--- src/rtl/ddm_pkg.sv ---
// Package: payload types and constants for the decimal digit multiplier
`timescale 1ns / 1ps
`default_nettype none
package ddm_pkg;
	localparam int unsigned MAX_DIGITS = 16;
	localparam int unsigned PROD_DIGITS = 32;
	localparam logic [3:0] MAX_BCD = 4'd9;

	typedef struct packed {
		logic [63:0] a_digits;
		logic [63:0] b_digits;
		logic [4:0]  a_length;
		logic [4:0]  b_length;
	} ddm_in_t;

	typedef struct packed {
		logic [63:0] product_low;
		logic [63:0] product_high;
		logic [5:0]  product_length;
		logic        bad_digit;
	} ddm_out_t;

	// column sum of up to 16 products of 81, plus carry-in below 160
	typedef logic [10:0] ddm_col_t;
endpackage
`default_nettype wire

--- src/rtl/ddm_carry_stage.sv ---
// Module: one registered decimal carry step over a group of product columns
`timescale 1ns / 1ps
`default_nettype none
module ddm_carry_stage
	import ddm_pkg::*;
#(
	parameter int unsigned LO = 0,
	parameter int unsigned HI = 7
) (
	input  wire logic                    clk,
	input  wire logic                    arst_n,
	input  wire logic                    adv,
	input  wire logic                    vld_in,
	input  wire ddm_col_t [PROD_DIGITS-1:0] col_in,
	input  wire logic [7:0]              cy_in,
	input  wire logic [5:0]              len_in,
	input  wire logic                    bad_in,
	output logic                         vld_s,
	output ddm_col_t [PROD_DIGITS-1:0]   col_s,
	output logic [7:0]                   cy_s,
	output logic [5:0]                   len_s,
	output logic                         bad_s
);
	ddm_col_t [PROD_DIGITS-1:0] col_d;
	logic [7:0] cy_d;

	// ripple carry through columns LO..HI, leaving single digits behind
	// divide by ten as multiply by 3277 and shift by 15, exact below 16384
	always_comb begin
		logic [11:0] s;
		logic [7:0] c;
		col_d = col_in;
		c = cy_in;
		for (int i = LO; i <= HI; i++) begin
			s = {1'b0, col_in[i]} + {4'd0, c};
			c = 8'((24'(s) * 24'd3277) >> 15);
			col_d[i] = ddm_col_t'(s - 12'(c) * 12'd10);
		end
		cy_d = c;
	end

	always_ff @(posedge clk or negedge arst_n) begin
		if (!arst_n) begin
			vld_s <= 1'b0;
		end else if (adv) begin
			vld_s <= vld_in;
		end
	end

	always_ff @(posedge clk) begin
		if (adv) begin
			col_s <= col_d;
			cy_s  <= cy_d;
			len_s <= len_in;
			bad_s <= bad_in;
		end
	end
endmodule
`default_nettype wire

--- config.mk ---
export PLATFORM = sky130hd
export DESIGN_NAME = ddm_carry_stage
export DESIGN_NICKNAME = d
export VERILOG_FILES = /design/src/rtl/ddm_pkg.sv /design/src/rtl/ddm_carry_stage.sv
export SDC_FILE = /design/constraint.sdc
export NUM_CORES = 2
export LEC_CHECK = 0
export ABC_CLOCK_PERIOD_IN_PS = 800
export BUFFER_PORTS_ARGS = -buffer_cell sky130_fd_sc_hd__buf_2
export CORE_AREA = 2 2 287 289
export DETAILED_ROUTE_END_ITERATION = 6
export DIE_AREA = 0 0 289 291
export PLACE_DENSITY = 0.71
export SLEW_MARGIN = 15
export SYNTH_ARGS = -nofsm -noshare
export SYNTH_HDL_FRONTEND = slang
export SYNTH_SLANG_ARGS = --single-unit
--- constraint.sdc ---
create_clock -name clk -period 0.8 [get_ports clk]
set_clock_uncertainty 0.05 [all_clocks]
set_input_delay 0.04 -clock clk [delete_from_list [all_inputs] [get_ports clk]]
set_output_delay 0.04 -clock clk [all_outputs]
set_load 0.1 [all_outputs]
## After elaboration in Yosys (flattened, before gate mapping)

Cells that the tools add are included.
Widths: inputs -> output; s select.

| storage, ports and cells | value |
|---|---|
| register bits | 368 |
| input port bits | 371 |
| output and inout bits | 368 |
| logic and storage cells | 68 |

| operators by class | value |
|---|---|
| add/subtract/negate cells | 16 |
| multiply operators | 16 |

Operators by type and width:

| cell | number |
|---|---|
| $mul 12x12->23 const B | 8 |
| $add 11x8->12 | 8 |
| $sub 11x11->11 | 8 |
| $mul 8x3->10 const B | 8 |

## Logic depth before layout (Yosys ltp)

| logic depth | value |
|---|---|
| depth after elaboration | 18 |
| depth in mapped cells | 211 |
| mapped depth without buffers | 211 |

## Worst setup path before layout

OpenSTA, ideal clock, no wires.

| path | value |
|---|---|
| kind | input port to flip-flop |
| start point | in col_in[0] (netlist bit) |
| end point | reg col_s[87] (netlist bit), data pin |
| setup time | 0.268 ns |
| arrival | 43.593 ns |
| required time | 0.482 ns |
| path slack | -43.111 ns |
| stages | 196 |
| buffers on the path | 1 |
| cells stage by stage | ha_1 fa_1 a21o_1 a221o_1 o21ai_1 a21oi_1 o211ai_1 xor2_1 inv_1 ha_1 inv_1 fa_1 inv_1 fa_1 inv_1 fa_1 inv_1 ha_1 [160 not listed] fa_1 inv_1 ha_1 or3_1 a2111oi_4 nor2_1 a21oi_1 xnor2_1 ha_1 ha_1 fa_1 a21o_1 a21oi_1 xnor2_1 ha_1 o2111ai_1 and4b_1 xnor3_1 |

RTL lines:

| what | line | text |
|---|---|---|
| start, declared | ddm_carry_stage.sv:14 | `input wire ddm_col_t [PROD_DIGITS-1:0] col_in,` |
| end signal, assigned | ddm_carry_stage.sv:52 | `col_s <= col_d;` |
| end, declared | ddm_carry_stage.sv:19 | `output ddm_col_t [PROD_DIGITS-1:0] col_s,` |

==> results.md <==
## CTS
* yes — CTS tree
* 3 — maximum clock path buffer count
* sky130_fd_sc_hd__clkbuf_16 — Root Buffer Master
* 368 — number of sinks on the clock net
* 0.07 ns — Reg clk slew, reported paths
* 2 — number of H-tree levels
* 0.61 ns — clock latency on the worst-skew pair
* 43 — cts bufs inserted

## Logic synthesis
* 368 — number of flip-flops and latches in the synthesized netlist
* 367 — Post-synth EDFFs
* 28.1% — post-synthesis sequential area ratio
* 91 — number of unique standard cell types used by synthesis
* 0 — Yosys warnings
* 11.0 µm² — average footprint of a synthesized cell
* sky130_fd_sc_hd__edfxtp_1 — cell type with the highest aggregate area in the netlist
* sky130_fd_sc_hd__edfxtp_1 — primary flip-flop cell chosen by synthesis mapping
* 0.272% — Async S/R FF share, synth
* 3,558 — post-synthesis instance total
* 28.0% — share of the synthesized area in the top cell type
* sky130_fd_sc_hd__edfxtp_1 28%, sky130_fd_sc_hd__ha_1 27%, sky130_fd_sc_hd__fa_1 16% — Area contributors post-synth
* 0.0393 mm² — Syn Std Cell Area
* 5,093 — Net Count, Synth

## Global routing
* 38.9% — met1 usage
* 35.3% — GRT Total Usage
* 221 mm — first-pass GRT wire length
* 26 — maximum number of pins on one net before global-route repair
* met2 — layer with the highest usage
* 37,000 — vias in the first global route
* 11.1% — met3 Track Usage GR
* 0 — leftover overflow at the end of global routing
* 58.3% — GR met2 Demand/Resource
* 27 — initial antenna violation count

## STA
* -0.144 ns — Hold Slack
* 0.0233 GHz — fmax
* 0.544 ns — actual slew at the worst max-slew pin
* 81 — number of failing hold endpoints at the final stage
* 0 — number of pins with negative max-slew slack in the final report
* -42.12 ns — least setup slack across all paths after layout
* 513 — total of endpoints with negative setup slack in the final report
* 5360% — Tcrit/Tclk final
* 63.6% — headroom to the max-slew limit
* true — unrepaired setup endpoints after global routing
* 42.92 ns — time the worst path needs with I/O delays and setup
* -2561.86 ns — final-layout setup total negative slack

## Worst setup path
* flop — kind of end point of the critical path
* sky130_fd_sc_hd__fa_1 — cell occurring most often along the worst timing path
* 43.21 ns — critical path data arrival time
* 0.58 ns — Worst path max stage delay
* 4 — Worst Path Max Fanout
* sky130_fd_sc_hd__fa_1 — CP max stage cell
* input pin — critical path startpoint category
* in2reg — Worst Setup Path Type
* -0.13 ns — reg2reg setup slack
* 1.09 ns — Worst Path Required

## Worst hold path
* in2reg — worst min-delay path category

## Place
* 115 mm — hpwl dp
* 0.984 — weighted congestion reported at the end of routability-driven placement
* 6,199 — post-placement cell count
* 738 — number of buffers added on ports

## Die
* 291 µm — floorplan die height
* 739 — I/O pin cnt
* 0.0841 mm² — area of the die
* 105 — row count
* 0.0812 mm² — floorplan core area
* 48.4% — starting density of the core
* 289 µm — horizontal die dimension

## Drt
* 0 — DRC Markers
* 155 mm — wire length after detailed routing
* 34,700 — via count
* 5 — number of search-and-repair iterations in the first detailed-routing pass
* 5.22 — routed via count divided by cell count
* 23.2 µm — wire per inst
* 2,070 — initial DRC count
* 0 — residual antenna-violating net count after detailed routing

## Final layout
* 905 x sky130_fd_sc_hd__buf_4, 780 x sky130_fd_sc_hd__inv_1, 765 x sky130_fd_sc_hd__ha_1, 384 x sky130_fd_sc_hd__buf_12, 369 x sky130_fd_sc_hd__buf_2 — highest-count cells in the layout ignoring fill and taps
* sky130_fd_sc_hd__buf_4 — most common library cell in the layout ignoring fill and taps
* 6,661 — final cell count without fillers
* 40.1% — fraction of final layout cells sized beyond drive strength 1
* 7,079 — total number of nets in the final design
* 79.0% — fraction of the core area covered by cells at the end of the flow
* 63.2% — area growth from synthesis to layout

## Job
* 0 — maxcap violations

## Status
* finished with violations — status
* hold timing, setup timing — failing checks

sequential cells by signal, indices dropped and copies added (netlist names):
register and flops:
vld_s 1, cy_s 8, col_s 352, bad_s 1, len_s 6
per-layer routing:
| layer | part of all wire, % | vias to the layer above |
|---|---|---|
| li1 | - | 15800 |
| met1 | 35 | 17000 |
| met2 | 47 | 1413 |
| met3 | 9.5 | 520 |
| met4 | 8.5 | 22 |
| met5 | 0.12 | - |
synth_stat cells (4+ instances only):
library cell / instances
sky130_fd_sc_hd__a211o_1: 4
sky130_fd_sc_hd__a211oi_1: 14
sky130_fd_sc_hd__a21boi_1: 6
sky130_fd_sc_hd__a21o_1: 69
sky130_fd_sc_hd__a21oi_1: 128
sky130_fd_sc_hd__a21oi_2: 6
sky130_fd_sc_hd__a31o_2: 5
sky130_fd_sc_hd__a31oi_1: 12
sky130_fd_sc_hd__and2_1: 35
sky130_fd_sc_hd__and3_1: 11
sky130_fd_sc_hd__and4_1: 6
sky130_fd_sc_hd__clkbuf_1: 6
sky130_fd_sc_hd__edfxtp_1: 367
sky130_fd_sc_hd__fa_1: 312
sky130_fd_sc_hd__ha_1: 852
sky130_fd_sc_hd__inv_1: 840
sky130_fd_sc_hd__maj3_1: 20
sky130_fd_sc_hd__maj3_2: 6
sky130_fd_sc_hd__nand2_1: 72
sky130_fd_sc_hd__nand2b_1: 27
sky130_fd_sc_hd__nand3_1: 22
sky130_fd_sc_hd__nand4_1: 12
sky130_fd_sc_hd__nor2_1: 108
sky130_fd_sc_hd__nor2b_1: 37
sky130_fd_sc_hd__nor3_1: 32
sky130_fd_sc_hd__o211ai_1: 6
sky130_fd_sc_hd__o21a_1: 22
sky130_fd_sc_hd__o21ai_0: 64
sky130_fd_sc_hd__o21ai_1: 9
sky130_fd_sc_hd__o21bai_1: 20
sky130_fd_sc_hd__o22ai_1: 4
sky130_fd_sc_hd__or2_2: 6
sky130_fd_sc_hd__xnor2_1: 217
sky130_fd_sc_hd__xnor2_2: 6
sky130_fd_sc_hd__xor2_1: 112
stage by stage:
| stage | area (µm²) | setup slack, ns |
|---|---|---|
| floorplan | 40300 | -41.15 |
| global placement | 57300 | -41.83 |
| detailed placement | 57300 | -42.77 |
| CTS | 62900 | -41.12 |
| global route | 64100 | -44.00 |
| finish | 64100 | -42.12 |
worst max-delay path: cells and delay by family:
kind                       cells  cell delay [ns]
buffers and inverters         45             3.43
adders and majority gates     55            21.19
xor gates and xnor gates      14             2.39
and+or+nand+nor               38             5.53
AOI/OAI and AO/OA             52            10.55
final timing paths:
check                      depth (start not counted)  startpoint   endpoint
max                                              204   col_in[0]  col_s[87]
min                                                2         adv  col_s[29]
max reg2reg                                        1       vld_s      vld_s
min reg2reg                                        1       vld_s      vld_s
max in group asynchronous                          3      arst_n      vld_s
min in group asynchronous                          3      arst_n      vld_s
what timing repair did:
item	CTS	global route
endpoints found under the setup margin	464	513
endpoints found under the hold margin	502	104
pin swaps	169	175
hold buffers	277	1
buffers inserted	57	35
resized for setup	169	183
cells by family (layout without fill, tap and decap cells):
group,after synthesis,in the layout,share of synthesized area (%)
buffers and inverters,850,2868,8.13
other,0,15,0
DFF,368,368,28.1
adders and majority gates,1190,1190,43.7
AOI/OAI and AO/OA,420,420,7.20
muxes,2,2,0.0541
xor gates and xnor gates,339,339,7.81
and+or+nand+nor,389,389,4.99
layout make-up:
cell class	count	area, µm²
Sequential cell	368	11000
Clock inverter	30	323
Fill cell	4563	17100
Clock buffer	47	1090
Tap cell	1070	1340
Antenna cell	15	37.5
Multi-Input combinational cell	2340	27900
Timing Repair Buffer	1950	19300
Inverter	841	3160
Power is not shown: default switching activity piles up to over one toggle a cycle in this logic, so the estimate is an artifact.
